## config.mk

```make
export PLATFORM = sky130hd
export DESIGN_NAME = stack_frame_enter_sequencer_unit_flat
export DESIGN_NICKNAME = d
export VERILOG_FILES = /design/src/design/sfe_pkg.sv /design/src/design/sfe_in_if.sv /design/src/design/sfe_out_if.sv /design/src/design/stack_frame_enter_sequencer_unit.sv /design/src/design/sfe_step_unit.sv /design/src/design/sfe_ctrl.sv /design/src/flat_wrapper.sv
export SDC_FILE = /design/constraint.sdc
export NUM_CORES = 1
export LEC_CHECK = 0
export BUFFER_PORTS_ARGS = -buffer_cell sky130_fd_sc_hd__clkbuf_2
export CORE_MARGIN = 1
export CORE_UTILIZATION = 35
export CTS_BUF_LIST = sky130_fd_sc_hd__clkbuf_16
export DETAILED_ROUTE_END_ITERATION = 6
export PLACE_DENSITY_LB_ADDON = 0.3
export SLEW_MARGIN = 10
export SYNTH_ARGS = -nofsm -noshare
export SYNTH_HDL_FRONTEND = slang
export SYNTH_SLANG_ARGS = --single-unit
```

## constraint.sdc

```tcl
create_clock -name clk -period 9.32 [get_ports clk]
set_input_delay 0.932 -clock clk [delete_from_list [all_inputs] [get_ports clk]]
set_output_delay 0.932 -clock clk [all_outputs]
set_load 0.05 [all_outputs]
```

## src/design/sfe_pkg.sv

```systemverilog
`timescale 1ns / 1ps

package sfe_pkg;

  // Nesting level is taken modulo this depth
  localparam int MAX_NESTING = 32;
  localparam int LVL_W       = (MAX_NESTING > 2) ? $clog2(MAX_NESTING) : 1;

  localparam int ADDR_W  = 32;
  localparam int FRAME_W = 16;
  localparam int RAW_W   = 8;
  localparam int RAW_N   = 1 << RAW_W;

  // Push sizes in bytes
  localparam logic [FRAME_W-1:0] OP_SIZE_16 = 16'd2;
  localparam logic [FRAME_W-1:0] OP_SIZE_32 = 16'd4;

  // Result kinds
  localparam logic [1:0] KIND_WRITE = 2'd0;
  localparam logic [1:0] KIND_COPY  = 2'd1;
  localparam logic [1:0] KIND_FINAL = 2'd2;

  typedef logic [LVL_W-1:0] lvl_t;
  typedef lvl_t lvl_lut_t [RAW_N];

  // Reduce the nesting byte modulo the depth, worked out at elaboration
  function automatic lvl_lut_t build_level_lut();
    lvl_lut_t lut;
    for (int i = 0; i < RAW_N; i++) begin
      lut[i] = lvl_t'(i % MAX_NESTING);
    end
    return lut;
  endfunction

  localparam lvl_lut_t LEVEL_LUT = build_level_lut();

  typedef enum logic [2:0] {
    ST_IDLE,
    ST_PUSH_BP,
    ST_CUR,
    ST_COPY,
    ST_PUSH_FP,
    ST_FINAL
  } state_t;

  typedef enum logic [1:0] {
    OPS_SP_SIZE,
    OPS_CUR_SIZE,
    OPS_SP_FRAME
  } op_sel_t;

  typedef enum logic [1:0] {
    EM_PUSH_BP,
    EM_COPY,
    EM_PUSH_FP,
    EM_FINAL
  } emit_t;

  // Controls from the sequencer to the datapath
  typedef struct packed {
    logic    load;
    op_sel_t op_sel;
    logic    sp_we;
    logic    cur_we;
    logic    fp_we;
    logic    emit;
    emit_t   emit_sel;
  } ctrl_t;

  // Offset as seen on the stack: 16-bit stacks use the low half only
  function automatic logic [ADDR_W-1:0] as_offset(input logic [ADDR_W-1:0] r,
                                                  input logic s32);
    return s32 ? r : {16'h0000, r[15:0]};
  endfunction

endpackage

```

## src/design/sfe_in_if.sv

```systemverilog
`timescale 1ns / 1ps

interface sfe_in_if;
  logic        valid;
  logic        ready;
  logic [15:0] frame_size;
  logic [7:0]  nesting_raw;
  logic        operand_is_16;
  logic        stack_is_32;
  logic [31:0] base_ptr;
  logic [31:0] stack_ptr;

  modport source (
    output valid, frame_size, nesting_raw, operand_is_16, stack_is_32,
           base_ptr, stack_ptr,
    input  ready
  );
  modport sink (
    input  valid, frame_size, nesting_raw, operand_is_16, stack_is_32,
           base_ptr, stack_ptr,
    output ready
  );
endinterface

```

## src/design/sfe_out_if.sv

```systemverilog
`timescale 1ns / 1ps

interface sfe_out_if;
  logic        valid;
  logic        ready;
  logic [1:0]  kind;
  logic [31:0] dest_offset;
  logic [31:0] source_offset;
  logic [31:0] write_value;
  logic        word_is_32;
  logic [31:0] new_base;
  logic [31:0] new_stack;
  logic        last;

  modport source (
    output valid, kind, dest_offset, source_offset, write_value, word_is_32,
           new_base, new_stack, last,
    input  ready
  );
  modport sink (
    input  valid, kind, dest_offset, source_offset, write_value, word_is_32,
           new_base, new_stack, last,
    output ready
  );
endinterface

```

## src/design/stack_frame_enter_sequencer_unit.sv

```systemverilog
`timescale 1ns / 1ps

// Channel | Dir | Payload                                           | Handshake
// in_ch   | in  | frame_size, nesting_raw, operand/stack size flags,| valid/ready
//         |     | base_ptr, stack_ptr                               |
// out_ch  | out | kind, offsets, write_value, word_is_32,           | valid/ready
//         |     | new_base, new_stack, last                         |
//
// One ENTER with level L (nesting_raw mod MAX_NESTING) gives L+2 results
// (two at level zero). Each copy uses the shared decrement unit first on
// the display pointer (ST_CUR) and then on the stack pointer (ST_COPY).
// The block takes no new request until the final update is registered.
// A stalled output holds its result and pauses the sequence.
// Reset is synchronous, active low, and clears the sequencer and output valid.
module stack_frame_enter_sequencer_unit
  import sfe_pkg::*;
(
  input  logic       clk,
  input  logic       rst_n,
  sfe_in_if.sink     in_ch,
  sfe_out_if.source  out_ch
);

  ctrl_t              ctrl;
  logic               out_free;
  logic [ADDR_W-1:0]  step_reg;
  logic [FRAME_W-1:0] step_amt;
  logic [ADDR_W-1:0]  step_res;
  logic [FRAME_W-1:0] size;
  logic [ADDR_W-1:0]  vmask;

  // Request context
  logic [FRAME_W-1:0] frame_r;
  logic               op16_r;
  logic               s32_r;
  logic [ADDR_W-1:0]  base_r;
  logic [ADDR_W-1:0]  sp_r;
  logic [ADDR_W-1:0]  cur_r;
  logic [ADDR_W-1:0]  fp_r;

  // Output register
  logic               ov_r;
  logic [1:0]         kind_r;
  logic [ADDR_W-1:0]  dest_r;
  logic [ADDR_W-1:0]  src_r;
  logic [ADDR_W-1:0]  val_r;
  logic               w32_r;
  logic [ADDR_W-1:0]  nbase_r;
  logic [ADDR_W-1:0]  nstack_r;
  logic               last_r;

  assign out_free = !ov_r || out_ch.ready;
  assign size     = op16_r ? OP_SIZE_16 : OP_SIZE_32;
  assign vmask    = op16_r ? 32'h0000_FFFF : 32'hFFFF_FFFF;

  sfe_ctrl u_ctrl (
    .clk            (clk),
    .rst_n          (rst_n),
    .in_valid       (in_ch.valid),
    .in_nesting_raw (in_ch.nesting_raw),
    .out_free       (out_free),
    .in_ready       (in_ch.ready),
    .ctrl           (ctrl)
  );

  // Pick operands for the shared decrement
  always_comb begin
    case (ctrl.op_sel)
      OPS_CUR_SIZE: begin
        step_reg = cur_r;
        step_amt = size;
      end
      OPS_SP_FRAME: begin
        step_reg = sp_r;
        step_amt = frame_r;
      end
      default: begin
        step_reg = sp_r;
        step_amt = size;
      end
    endcase
  end

  sfe_step_unit u_step (
    .reg_val (step_reg),
    .amount  (step_amt),
    .s32     (s32_r),
    .result  (step_res)
  );

  // Capture the request and advance the pointers
  always_ff @(posedge clk) begin
    if (ctrl.load) begin
      frame_r <= in_ch.frame_size;
      op16_r  <= in_ch.operand_is_16;
      s32_r   <= in_ch.stack_is_32;
      base_r  <= in_ch.base_ptr;
      cur_r   <= in_ch.base_ptr;
      sp_r    <= in_ch.stack_ptr;
    end else begin
      if (ctrl.sp_we)  sp_r  <= step_res;
      if (ctrl.cur_we) cur_r <= step_res;
    end
    if (ctrl.fp_we) fp_r <= as_offset(step_res, s32_r);
  end

  // Output valid: set on emit, drop once taken
  always_ff @(posedge clk) begin
    if (!rst_n) begin
      ov_r <= 1'b0;
    end else if (ctrl.emit) begin
      ov_r <= 1'b1;
    end else if (out_ch.ready) begin
      ov_r <= 1'b0;
    end
  end

  // Output payload
  always_ff @(posedge clk) begin
    if (ctrl.emit) begin
      case (ctrl.emit_sel)
        EM_PUSH_BP: begin
          kind_r   <= KIND_WRITE;
          dest_r   <= as_offset(step_res, s32_r);
          src_r    <= '0;
          val_r    <= base_r & vmask;
          w32_r    <= !op16_r;
          nbase_r  <= '0;
          nstack_r <= '0;
          last_r   <= 1'b0;
        end
        EM_COPY: begin
          kind_r   <= KIND_COPY;
          dest_r   <= as_offset(step_res, s32_r);
          src_r    <= as_offset(cur_r, s32_r);
          val_r    <= '0;
          w32_r    <= !op16_r;
          nbase_r  <= '0;
          nstack_r <= '0;
          last_r   <= 1'b0;
        end
        EM_PUSH_FP: begin
          kind_r   <= KIND_WRITE;
          dest_r   <= as_offset(step_res, s32_r);
          src_r    <= '0;
          val_r    <= fp_r & vmask;
          w32_r    <= !op16_r;
          nbase_r  <= '0;
          nstack_r <= '0;
          last_r   <= 1'b0;
        end
        default: begin
          kind_r   <= KIND_FINAL;
          dest_r   <= '0;
          src_r    <= '0;
          val_r    <= '0;
          w32_r    <= 1'b0;
          nbase_r  <= s32_r ? fp_r : {base_r[ADDR_W-1:16], fp_r[15:0]};
          nstack_r <= step_res;
          last_r   <= 1'b1;
        end
      endcase
    end
  end

  assign out_ch.valid         = ov_r;
  assign out_ch.kind          = kind_r;
  assign out_ch.dest_offset   = dest_r;
  assign out_ch.source_offset = src_r;
  assign out_ch.write_value   = val_r;
  assign out_ch.word_is_32    = w32_r;
  assign out_ch.new_base      = nbase_r;
  assign out_ch.new_stack     = nstack_r;
  assign out_ch.last          = last_r;

endmodule

```

## src/design/sfe_step_unit.sv

```systemverilog
`timescale 1ns / 1ps

// Shared decrement: lower a register by n, wrapping at 16 bits on a 16-bit
// stack and keeping the upper half there.
module sfe_step_unit
  import sfe_pkg::*;
(
  input  logic [ADDR_W-1:0]  reg_val,
  input  logic [FRAME_W-1:0] amount,
  input  logic               s32,
  output logic [ADDR_W-1:0]  result
);

  logic [ADDR_W-1:0] full_diff;
  logic [15:0]       low_diff;

  assign full_diff = reg_val - {{(ADDR_W-FRAME_W){1'b0}}, amount};
  assign low_diff  = reg_val[15:0] - amount[15:0];
  assign result    = s32 ? full_diff : {reg_val[ADDR_W-1:16], low_diff};

endmodule

```

## src/design/sfe_ctrl.sv

```systemverilog
`timescale 1ns / 1ps

// Sequencer: walks one ENTER through its pushes, copies and final update.
module sfe_ctrl
  import sfe_pkg::*;
(
  input  logic             clk,
  input  logic             rst_n,
  input  logic             in_valid,
  input  logic [RAW_W-1:0] in_nesting_raw,
  input  logic             out_free,
  output logic             in_ready,
  output ctrl_t            ctrl
);

  state_t state_r, state_nxt;
  lvl_t   cnt_r, cnt_nxt;
  logic   lvl_nz_r, lvl_nz_nxt;
  lvl_t   level_in;

  assign level_in = LEVEL_LUT[in_nesting_raw];
  assign in_ready = (state_r == ST_IDLE);

  // Next state and copy count
  always_comb begin
    state_nxt  = state_r;
    cnt_nxt    = cnt_r;
    lvl_nz_nxt = lvl_nz_r;
    case (state_r)
      ST_IDLE: begin
        if (in_valid) begin
          state_nxt  = ST_PUSH_BP;
          lvl_nz_nxt = (level_in != '0);
          cnt_nxt    = level_in - lvl_t'(1);
        end
      end
      ST_PUSH_BP: begin
        if (out_free) begin
          if (!lvl_nz_r)         state_nxt = ST_FINAL;
          else if (cnt_r != '0)  state_nxt = ST_CUR;
          else                   state_nxt = ST_PUSH_FP;
        end
      end
      ST_CUR: begin
        state_nxt = ST_COPY;
      end
      ST_COPY: begin
        if (out_free) begin
          cnt_nxt   = cnt_r - lvl_t'(1);
          state_nxt = (cnt_r == lvl_t'(1)) ? ST_PUSH_FP : ST_CUR;
        end
      end
      ST_PUSH_FP: begin
        if (out_free) state_nxt = ST_FINAL;
      end
      ST_FINAL: begin
        if (out_free) state_nxt = ST_IDLE;
      end
      default: state_nxt = ST_IDLE;
    endcase
  end

  // Datapath controls per state
  always_comb begin
    ctrl          = '0;
    ctrl.op_sel   = OPS_SP_SIZE;
    ctrl.emit_sel = EM_PUSH_BP;
    case (state_r)
      ST_IDLE: begin
        ctrl.load = in_valid;
      end
      ST_PUSH_BP: begin
        ctrl.sp_we    = out_free;
        ctrl.fp_we    = out_free;
        ctrl.emit     = out_free;
        ctrl.emit_sel = EM_PUSH_BP;
      end
      ST_CUR: begin
        ctrl.op_sel = OPS_CUR_SIZE;
        ctrl.cur_we = 1'b1;
      end
      ST_COPY: begin
        ctrl.sp_we    = out_free;
        ctrl.emit     = out_free;
        ctrl.emit_sel = EM_COPY;
      end
      ST_PUSH_FP: begin
        ctrl.sp_we    = out_free;
        ctrl.emit     = out_free;
        ctrl.emit_sel = EM_PUSH_FP;
      end
      ST_FINAL: begin
        ctrl.op_sel   = OPS_SP_FRAME;
        ctrl.emit     = out_free;
        ctrl.emit_sel = EM_FINAL;
      end
      default: ctrl = '0;
    endcase
  end

  always_ff @(posedge clk) begin
    if (!rst_n) begin
      state_r  <= ST_IDLE;
      cnt_r    <= '0;
      lvl_nz_r <= 1'b0;
    end else begin
      state_r  <= state_nxt;
      cnt_r    <= cnt_nxt;
      lvl_nz_r <= lvl_nz_nxt;
    end
  end

endmodule

```

## src/flat_wrapper.sv

```systemverilog
// flat-port wrapper written by rule: the top's interface ports become plain ports
module stack_frame_enter_sequencer_unit_flat import sfe_pkg::*;
  (clk, rst_n, in_ch_valid, in_ch_frame_size, in_ch_nesting_raw, in_ch_operand_is_16, in_ch_stack_is_32, in_ch_base_ptr, in_ch_stack_ptr, in_ch_ready, out_ch_valid, out_ch_kind, out_ch_dest_offset, out_ch_source_offset, out_ch_write_value, out_ch_word_is_32, out_ch_new_base, out_ch_new_stack, out_ch_last, out_ch_ready);
  sfe_in_if in_ch_i ();
  sfe_out_if out_ch_i ();
  input  logic clk;
  input  logic rst_n;
  input wire logic [$bits(in_ch_i.valid)-1:0] in_ch_valid;
  input wire logic [$bits(in_ch_i.frame_size)-1:0] in_ch_frame_size;
  input wire logic [$bits(in_ch_i.nesting_raw)-1:0] in_ch_nesting_raw;
  input wire logic [$bits(in_ch_i.operand_is_16)-1:0] in_ch_operand_is_16;
  input wire logic [$bits(in_ch_i.stack_is_32)-1:0] in_ch_stack_is_32;
  input wire logic [$bits(in_ch_i.base_ptr)-1:0] in_ch_base_ptr;
  input wire logic [$bits(in_ch_i.stack_ptr)-1:0] in_ch_stack_ptr;
  output wire logic [$bits(in_ch_i.ready)-1:0] in_ch_ready;
  output wire logic [$bits(out_ch_i.valid)-1:0] out_ch_valid;
  output wire logic [$bits(out_ch_i.kind)-1:0] out_ch_kind;
  output wire logic [$bits(out_ch_i.dest_offset)-1:0] out_ch_dest_offset;
  output wire logic [$bits(out_ch_i.source_offset)-1:0] out_ch_source_offset;
  output wire logic [$bits(out_ch_i.write_value)-1:0] out_ch_write_value;
  output wire logic [$bits(out_ch_i.word_is_32)-1:0] out_ch_word_is_32;
  output wire logic [$bits(out_ch_i.new_base)-1:0] out_ch_new_base;
  output wire logic [$bits(out_ch_i.new_stack)-1:0] out_ch_new_stack;
  output wire logic [$bits(out_ch_i.last)-1:0] out_ch_last;
  input wire logic [$bits(out_ch_i.ready)-1:0] out_ch_ready;
  assign in_ch_i.valid = in_ch_valid;
  assign in_ch_i.frame_size = in_ch_frame_size;
  assign in_ch_i.nesting_raw = in_ch_nesting_raw;
  assign in_ch_i.operand_is_16 = in_ch_operand_is_16;
  assign in_ch_i.stack_is_32 = in_ch_stack_is_32;
  assign in_ch_i.base_ptr = in_ch_base_ptr;
  assign in_ch_i.stack_ptr = in_ch_stack_ptr;
  assign in_ch_ready = in_ch_i.ready;
  assign out_ch_valid = out_ch_i.valid;
  assign out_ch_kind = out_ch_i.kind;
  assign out_ch_dest_offset = out_ch_i.dest_offset;
  assign out_ch_source_offset = out_ch_i.source_offset;
  assign out_ch_write_value = out_ch_i.write_value;
  assign out_ch_word_is_32 = out_ch_i.word_is_32;
  assign out_ch_new_base = out_ch_i.new_base;
  assign out_ch_new_stack = out_ch_i.new_stack;
  assign out_ch_last = out_ch_i.last;
  assign out_ch_i.ready = out_ch_ready;
  stack_frame_enter_sequencer_unit u_core (.clk(clk), .rst_n(rst_n), .in_ch(in_ch_i), .out_ch(out_ch_i));
endmodule
```

* Word level (Yosys, flattened, before mapping)
Memories as Yosys holds them, arrays and structs flattened. Cells that the tools add are included.
Operators by class: reductions and logical operators 18, divide/modulo/power cells 0, bitwise operators 3, order comparisons 1, muxes and demuxes 36, shift-type cells 0, eq/ne operators 15, multipliers 0, $add $sub $neg 4
Operators with widths (number):
- $mux W32 | 9
- $and A32 B32 Y32 | 2
- $pmux W32 S2 | 1
- $sub A32 B16 Y32 | 1
- $mux W3 | 9
- $mux W5 | 4
- $pmux W3 S6 | 1
- $mux W16 | 1
- $sub A16 B16 Y16 | 1
- $pmux W3 S4 | 1
- $ne A2 B2 Y1 const B | 5
- $pmux W5 S2 | 1
- $reduce_bool A5 Y1 | 2
- $sub A5 B1 Y5 const B | 2
- $ge A9 B9 Y1 const B | 1
- $not A8 Y9 | 1
- $pmux W2 S2 | 2
- $reduce_bool A2 Y1 | 4
- $mux W1 | 7
- $eq A3 B2 Y1 const B | 2
- $eq A3 B3 Y1 const B | 2
- $reduce_or A3 Y1 | 2
- $eq A5 B1 Y1 const B | 1
- $reduce_and A5 Y1 | 1
- 10 further kinds | 14
Storage, ports and cells: bits in registers 320, logic and storage cells 98, memory bits (read-only) 1280, latch bits 0, memories 1, RAM bits 0, output and inout bits 166
Memories:
- (no name shown) | words 256, width 5, read ports 1, clocked after memory_dff 0, write ports 0, line sfe_ctrl.sv:21 | assign level_in = LEVEL_LUT[in_nesting_raw];

* Depth between registers and ports, before layout
Gate-level depths: netlist of the first run.
word-level depth 8, gate-level depth with buffers 17, gate-level depth less buffers 13

* Hierarchy
A second synthesis of the first run with hierarchy kept.
Unflattened totals: cells, all modules 1091, area total of the unflattened synthesis 14395.1 um2
Modules (own cells, without submodules):
- stack_frame_enter_sequencer_unit | instances 1, area an instance 12398.1 um2, cells each 805
- sfe_step_unit | instances 1, area an instance 1262.5 um2, cells each 190
- sfe_ctrl | instances 1, area an instance 734.5 um2, cells each 96

* Worst setup path after synthesis of the first run
Ideal clock, no wire load.
path type register to register, start point register u_core.u_ctrl.state_r[2], end point register u_core.dest_r[0], in the netlist u_core.out_ch.dest_offset[0] (enable), period minus slack after synthesis 8.478 ns, setup slack 0.842 ns, cell stages (with the launch flop) 7, path buffers 2, data arrival time 7.791 ns, cells stage by stage dfxtp_1 -> buf_6 -> inv_1 -> nor2_1 -> clkbuf_1 -> a21oi_1 -> nor2_1
RTL lines:
- start: declaration | line sfe_ctrl.sv:16 | state_t state_r, state_nxt;
- start signal: assignment | line sfe_ctrl.sv:107 | state_r <= state_nxt;
- end signal: assignment | line stack_frame_enter_sequencer_unit.sv:124 | dest_r <= as_offset(step_res, s32_r);
- end signal: assignment | line stack_frame_enter_sequencer_unit.sv:134 | dest_r <= as_offset(step_res, s32_r);
- end signal: assignment | line stack_frame_enter_sequencer_unit.sv:144 | dest_r <= as_offset(step_res, s32_r);
- end: declaration | line stack_frame_enter_sequencer_unit.sv:44 | logic [ADDR_W-1:0] dest_r;

* Worst setup path in the final report of the first run
start point register u_core.u_ctrl.state_r[2], end point register u_core.sp_r[24], data pin
On the way: cells in the longest elaborated chain, start to end 8
RTL lines:
- $eq A3 B3 Y1 / $eq A3 B2 Y1 (equally long branches) | line sfe_ctrl.sv:68 | case (state_r)
- $pmux W2 S2 | line sfe_ctrl.sv:68
- $eq A2 B1 Y1 / $eq A2 B2 Y1 (equally long branches) | line stack_frame_enter_sequencer_unit.sv:68 | case (ctrl.op_sel)
- $mux W32 / $mux W16 (equally long branches) | line stack_frame_enter_sequencer_unit.sv:68
- $sub A32 B16 Y32 | line sfe_step_unit.sv:17 | assign full_diff = reg_val - {{(ADDR_W-FRAME_W){1'b0}}, amount};
- $mux W32 | line sfe_step_unit.sv:19 | assign result = s32 ? full_diff : {reg_val[ADDR_W-1:16], low_diff};
- $mux W32 | line stack_frame_enter_sequencer_unit.sv:101 | if (ctrl.sp_we) sp_r <= step_res;
- $mux W32 (*) | line stack_frame_enter_sequencer_unit.sv:93 | if (ctrl.load) begin
- end signal: assignment | line stack_frame_enter_sequencer_unit.sv:99 | sp_r <= in_ch.stack_ptr;
- end signal: assignment | line stack_frame_enter_sequencer_unit.sv:101
- end: declaration | line stack_frame_enter_sequencer_unit.sv:37 | logic [ADDR_W-1:0] sp_r;
Mark *: on every way between the ends. The rest lies on a longest branch, timed or not. The select of a mux whose other input is x is not followed. A chain may end at the register's enable or synchronous reset.

==> summary.txt, run 1 <==
RSZ-0062 raised after global routing -> no
Total Neg Setup Slack -> 0 ns
Clock network power share -> 24.0%
Maximum vdd ir drop -> 0.220 mV
Ports -> 260
Top FF cell, synth -> edfxtp_1
Top-area cell type share of the netlist area -> 63.5%
Port Buffer Count -> 256
Hold path start -> u_core.u_ctrl.cnt_r[1]
Reg2Reg Depth -> 14
CTS tree -> done
Post-DP HPWL -> 30900 um
Via Count -> 10800
Most frequent cell after synthesis -> edfxtp_1
First-pass DRT Iterations -> 7
Crit path max-delay family -> compound AO/OA/AOI/OAI gates
Gate power share -> 38.7%
Reg clk slew, reported paths -> 0.06 ns
GPL Wtd Cong -> 0.894
Hold Path Sink -> u_core.u_ctrl.cnt_r[1]
Crit start category -> flop
Relative slew slack -> 27.8%
Status -> complete, but fails checks
# DRC -> 28
Layout cell share with drive strength beyond 1 -> 24.0%
Num rows -> 74
CP Class -> reg2reg
Sequential power share -> 37.3%
Worst R2R End -> u_core.sp_r[24]
Slowest cell on the critical path -> buf_4
Design area -> 17700 um^2
Worst endpoint required time -> 9.57 ns
Largest family of logic cells by synthesized area -> simple AND/OR/NAND/NOR gates
Clock Skews -> 0.0278 ns
Mux contribution to synthesized area -> 2.52%
Seq/Total Area, Yosys -> 64.8%
Core Util, Final -> 43.2%
Initial Util -> 35.6%
Final hold violations -> 0
Final period utilization -> 53.5%
Worst min-delay path class -> reg2reg
CTS Buf Count -> 37
Die area -> 42600 um^2
Most frequent cells after synthesis -> edfxtp_1, nand2_1, nor2_1, a21oi_1, and3_1
Mapped Area -> 14600 um^2
Asr flop ratio synth -> 0%
Final min period -> 4.99 ns
Antenna viol nets, final -> 0
Failing checks -> DRC
Worst R2R Start -> u_core.u_ctrl.state_r[2]
WHS -> 0.489 ns
Top post-synthesis cells by area -> edfxtp_1, nand2_1, nor2_1
Routed len/inst -> 21.5 um
Fmax -> 201 MHz
Drt via density -> 5.28
Worst path depth -> 14
Flops & latches, synth -> 319
Flop2flop setup slack -> 4.33 ns
PostCTS Resize Cnt -> 0
Hold-critical path depth -> 2
CTS root buffer -> clkbuf_16
Net Sw Frac -> 42.1%
Post-CTS setup buffer count -> 0
Syn Nets -> 1353
Final setup viols -> 0
Number of global-route vias before repair -> 10500
Worst slew pin tran -> 1.08 ns
CTS max path bufs -> 3
Initial antenna violation count -> 1
Synth cell types -> 83
Pwr dens -> 353 nW/um^2
Ys Warns -> 0
Post-synth EDFFs -> 309
Cts hold-fix bufs -> 0
Total GRT Usage -> 20.5%
Clock sink total -> 319
Area delta synth->final -> 21.3%
Gr ovfl total -> 0
Mapped Cells -> 1237
Max cap viols -> 0
Detailed Route WL -> 44000 um
Worst EP arrival -> 5.24 ns
Slowest cell delay on critical path -> 0.60 ns
First-pass GRT wire length -> 64700 um
Placed Instance Area -> 16500 um^2
Clk_lat worst skew -> 0.56 ns
Pleak -> 7.06 nW
Total power -> 6.25 mW
Simple-gate share of the synthesized area -> 16.8%
Complex-gate fraction of the synthesized area -> 9.72%
Die X -> 206 um
Post-Synth XOR/XNOR Area -> 1.49%
Post-Synth Adder-Cell Area -> 1.93%
DR iter-0 viols -> 902
Buffers and inverters on the worst path -> 3
Layout Nets -> 1599
Area leader, netlist -> edfxtp_1
Mean Syn Cell Area -> 11.8 um^2
NetSw -> 2.63 mW
H-tree depth -> 2
Die Y -> 206 um
Largest net degree at the start of global routing -> 90
Final Slew Violations -> 0
CP Max Fanout -> 50
Worst setup EP type -> flop
Cell breakdown of the critical path -> inv_1 -> nor2_1 -> buf_4 -> nand2_2 -> buf_4 -> nand2_1 -> a21boi_0 -> fa_1 -> a21o_1 -> a221oi_1 -> o21ai_1 -> a2111oi_4 -> xor2_2 -> o21ai_1
Internal power -> 3.62 mW
Core Area -> 41000 um^2
## metal layers
metal  GRT usage, %  wire, um  vias up
met5              0         0        -
met4           7.22      1370        0
met3           4.19      3350       78
met2           30.6     19100      450
met1           29.5     20100     5240
li1               -         -     5037
## registers in the layout, summed over array words and instances, names as in the netlist, 3 cells and up
register / count
u_core.fp_r: 32
u_core.out_ch.write_value: 32
u_core.frame_r: 16
u_core.cur_r: 32
u_core.u_ctrl.state_r: 3
u_core.out_ch.source_offset: 32
u_core.u_ctrl.cnt_r: 5
u_core.sp_r: 32
u_core.base_r: 32
u_core.out_ch.new_stack: 32
u_core.out_ch.dest_offset: 32
u_core.out_ch.new_base: 32
## how the worst max path moves through the flow
stage,from,endpoint
5_1_grt,u_core.u_ctrl.state_r[2],u_core.sp_r[18]
6_report,u_core.u_ctrl.state_r[2],u_core.sp_r[24]
3_3_place_gp,u_core.u_ctrl.state_r[2],u_core.sp_r[24]
3_5_place_dp,u_core.u_ctrl.state_r[2],u_core.cur_r[18]
2_1_floorplan,u_core.u_ctrl.state_r[2],u_core.out_ch.dest_offset[0]
4_1_cts,u_core.u_ctrl.state_r[2],u_core.sp_r[24]
## cells in the final DEF, fill, tap and decap left out, types with 10 or more instances in the layout
cell	synthesis	routed
a21o_1	10	10
a21oi_1	69	69
and2_1	11	11
and3_1	57	57
buf_4	2	19
clkbuf_16	0	38
clkbuf_2	0	256
dfxtp_1	10	10
edfxtp_1	309	309
ha_1	21	21
inv_1	29	32
mux2i_1	33	33
nand2_1	231	230
nand3_1	18	18
nor2_1	100	99
nor3_1	49	47
nor4_1	12	12
o21ai_0	39	39
o21ai_1	10	10
o31ai_1	16	16
xnor2_1	17	17
## power groups by stage
stage	sequential [mW]	combinational, mW	clock [mW]
6_report	2.33	2.42	1.50
2_1_floorplan	2.97	1.09	0
3_3_place_gp	2.35	2.38	0
5_1_grt	2.37	2.61	1.58
4_1_cts	2.33	2.42	1.53
3_5_place_dp	2.36	2.41	0
## metrics by stage
| stage | worst slack [ns] | cells |
|---|---|---|
| 4_1_cts | 4.37 | 2044 |
| 6_report | 4.33 | 2045 |
| 3_5_place_dp | 4.45 | 1976 |
| 2_1_floorplan | 0.842 | 1237 |
| 3_3_place_gp | 4.56 | 1976 |
| 5_1_grt | 4.02 | 2045 |
## kinds of logic after synthesis
family	count (synthesis)
xor gates and xnor gates	24
muxes	36
DFF	319
and+or+nand+nor	528
adders and majority gates	22
AOI/OAI and AO/OA	210
buffers and inverters	98
## cell type report
type	count	area [um^2]
fill	3868	23300
timing repair buffer	275	1420
sequential	319	9480
antenna	1	2.50
clock buffer	38	951
tap	532	666
multi-input combinational	820	4780
inverter	30	115
clock inverter	30	304
## worst register-to-register path, cell delays in order, from the launching register on
cell,delay (ns)
dfxtp_1,0.45
inv_1,0.22
nor2_1,0.07
buf_4,0.23
nand2_2,0.10
buf_4,0.60
nand2_1,0.18
a21boi_0,0.20
fa_1,0.48
a21o_1,0.23
a221oi_1,0.45
o21ai_1,0.42
a2111oi_4,0.47
xor2_2,0.47
o21ai_1,0.12
Power figures use the tool's default switching activity.
==> inputs of run 2 (changes only) <==
- ABC_AREA: unset -> 1
- clock period: 9.32 -> 4.5 ns (I/O delays scaled with it)
==> run 2 against run 1 <==
Net effect: the flow now finishes without violations; sequential share of layout area is 0.56 points higher; sequential cell count stayed put; clock power is 77% higher; critical path depth stayed put; clock-buffer cell count is 3 lower; total power is 120% higher; area after synthesis is 1.0% lower; non-clock buffer count is 12 higher; fmax is 32% higher; first-iteration DRC count is 2.8% higher; worst setup slack worse by 3.6 ns; die area is 0.99% lower; largest power group unchanged; highest routed layer unchanged.
==> summary.txt, run 2 <==
Final setup viols -> 0 (unchanged)
Crit start category -> flop
Relative slew slack -> 25.0% (-2.7 points)
Via Count -> 10700 (-0.56%)
Cts hold-fix bufs -> 0 (unchanged)
Mean Syn Cell Area -> 10.2 um^2 (-14%)
Synth cell types -> 41 (-51%)
Final period utilization -> 83.7% (+30 points)
Initial Util -> 35.4% (-0.20 points)
Clock sink total -> 319 (unchanged)
Port Buffer Count -> 256 (unchanged)
Reg clk slew, reported paths -> 0.06 ns (about the same)
Worst endpoint required time -> 4.78 ns (-4.79 ns)
Num rows -> 74 (unchanged)
Post-synth EDFFs -> 309 (unchanged)
Core Area -> 40800 um^2 (-0.45%)
Die Y -> 205 um (-0.50%)
Final Instance Count excl. Fillers -> 2248 (+9.9%)
Post-CTS setup buffer count -> 0 (unchanged)
Top-area cell type share of the netlist area -> 64.1% (+0.64 points)
Design area -> 17500 um^2 (-1.0%)
Largest net degree at the start of global routing -> 63 (-30%)
Detailed Route WL -> 41300 um (-6.0%)
Worst min-delay path class -> in2reg
Area leader, netlist -> edfxtp_1
Drt via density -> 4.78 (-9.5%)
CP Max Fanout -> 21 (-58%)
Status -> complete, no violations
Initial antenna violation count -> 0 (-1)
Layout Nets -> 1807 (+13%)
Placed cell count -> 2186 (+11%)
Mapped Cells -> 1417 (+15%)
PnR worst setup slack -> 0.733 ns (-3.60 ns)
Placed Instance Area -> 16500 um^2 (+0.19%)
Asr flop ratio synth -> 0% (unchanged)
Highest-count cells in the layout ignoring fill and taps -> nand2_1, edfxtp_1, clkbuf_2
Pwr dens -> 771 nW/um^2 (+120%)
Post-DP HPWL -> 30400 um (-1.4%)
Total power -> 13.5 mW (+120%)
Slowest cell delay on critical path -> 0.49 ns (-0.11 ns)
Final min period -> 3.77 ns (-1.22 ns)
Core Util, Final -> 43.0% (-0.26 points)
CTS root buffer -> clkbuf_16
Total Neg Setup Slack -> 0 ns (unchanged)
DR iter-0 viols -> 927 (+2.8%)
Number of global-route vias before repair -> 10300 (-1.6%)
Most common cell after layout, fill and taps aside -> nand2_1
Dpl ws -> 0.769 ns (-3.68 ns)
Worst EP arrival -> 4.05 ns (-1.19 ns)
Total GRT Usage -> 19.6% (-0.92 points)
Slowest cell on the critical path -> nor2_4
First-pass GRT wire length -> 61500 um (-4.9%)
Area delta synth->final -> 21.2% (about the same)
Mapped Area -> 14500 um^2 (-1.0%)
CTS max path bufs -> 3 (unchanged)
Maximum vdd ir drop -> 0.251 mV (+14%)
Ys Warns -> 0 (unchanged)
Worst setup EP type -> flop
Fmax -> 265 MHz (+32%)
RSZ-0062 raised after global routing -> no
PostCTS Resize Cnt -> 0 (unchanged)
Cell breakdown of the critical path -> nor2_4 -> nand2_4 -> o21ai_0 -> ha_1 -> a21oi_1 -> inv_1 -> a21oi_1 -> nand2_1 -> a21oi_1 -> nand2_1 -> nand2_1 -> nand2_1 -> nand2_1 -> nand2_1
Layout fillers -> 3988 (+3.1%)
Die area -> 42200 um^2 (-0.99%)
Seq/Total Area, Yosys -> 65.5% (+0.66 points)
WHS -> 0.103 ns (-0.386 ns)
# DRC -> 0 (-100%)
Pleak -> 7.99 nW (+13%)
Die X -> 205 um (-0.50%)
Final hold violations -> 0 (unchanged)
Layout cell share with drive strength beyond 1 -> 23.2% (-0.81 points)
Antenna cells -> 0 (-1)
CTS tree -> done
Most frequent cell after synthesis -> nand2_1
Routed len/inst -> 18.4 um (-14%)
Crit path max-delay family -> simple AND/OR/NAND/NOR gates
Top post-synthesis cells by area -> edfxtp_1, nand2_1, inv_1
Syn Nets -> 1533 (+13%)
H-tree depth -> 2 (unchanged)
Antenna viol nets, final -> 0 (unchanged)
Clock Skews -> 0.0128 ns (-0.0150 ns)
Most frequent cells after synthesis -> nand2_1, edfxtp_1, inv_1, nor2_1, a21oi_1
First-pass DRT Iterations -> 5 (-2)
Flops & latches, synth -> 319 (unchanged)
Final Slew Violations -> 0 (unchanged)
Gr ovfl total -> 0 (unchanged)
CP Class -> reg2reg
Top FF cell, synth -> edfxtp_1
Max cap viols -> 0 (unchanged)
Buffers and inverters on the worst path -> 1 (-2)
Worst slew pin tran -> 1.12 ns (+0.0441 ns)
GPL Wtd Cong -> 0.893 (about the same)
Ports -> 260 (unchanged)
Clk_lat worst skew -> 0.53 ns (-0.03 ns)
Crit-path most repeated cell -> nand2_1
CTS Buf Count -> 35 (-5.4%)
## run 2: changes by cell type in the layout (fill, tap and decap cells not counted), moves of 33 or more
cell,previous run,this run
inv_1,32,179
and3_1,57,0
nand2_1,230,442
nor3_1,47,5
nor2_1,99,133
mux2i_1,33,0
## run 2: worst register-to-register path, delay by kind of cell (launching register included)
family | cells | cell delay, ns
fa+ha+maj | 1 | 0.36
flops | 1 | 0.40
compound gates | 4 | 1.27
buf+inv | 1 | 0.08
simple gates | 8 | 1.42
## run 2: power breakdown
part	switching [mW]	internal [mW]	leakage, nW
logic	4.56	1.34	4.38
clock network	1.17	1.48	0.522
registers	0.307	4.67	3.08
## run 2: layer usage
metal | global-route usage (%) | vias to the layer above | routed length (um)
met3 | 2.68 | 63 | 2410
met5 | 0 | - | 0
met1 | 29.1 | 5122 | 19500
li1 | - | 5183 | -
met2 | 29.5 | 376 | 18400
met4 | 6.19 | 0 | 1030
## run 2: layout make-up
cell class / count / area, um^2 / share of cell area [%]
inverters: 185 / 697 / 3.97
clock inverters: 27 / 165 / 0.942
clock buffers: 35 / 876 / 4.99
flip-flops and latches: 319 / 9480 / 54.0
repair buffers: 287 / 1560 / 8.92
well taps: 532 / 666 / 3.80
multi-input cells: 863 / 4090 / 23.3
## run 2: cells by family after synthesis
family          synth area share (%)
simple gates                    19.9
flops                           65.5
buf+inv                         6.52
compound gates                  4.97
fa+ha+maj                       1.95
xor+xnor                        1.15
## run 2: final timing paths
kind                                                from                      to  slack (ns)  cells after the start
worst min register to register    u_core.u_ctrl.cnt_r[4]  u_core.u_ctrl.cnt_r[4]        0.54                      2
worst min-delay path                 in_ch_frame_size[0]       u_core.frame_r[0]        0.10                      1
worst max register to register  u_core.u_ctrl.state_r[0]        u_core.cur_r[29]        0.73                     14
worst max-delay path            u_core.u_ctrl.state_r[0]        u_core.cur_r[29]        0.73                     14
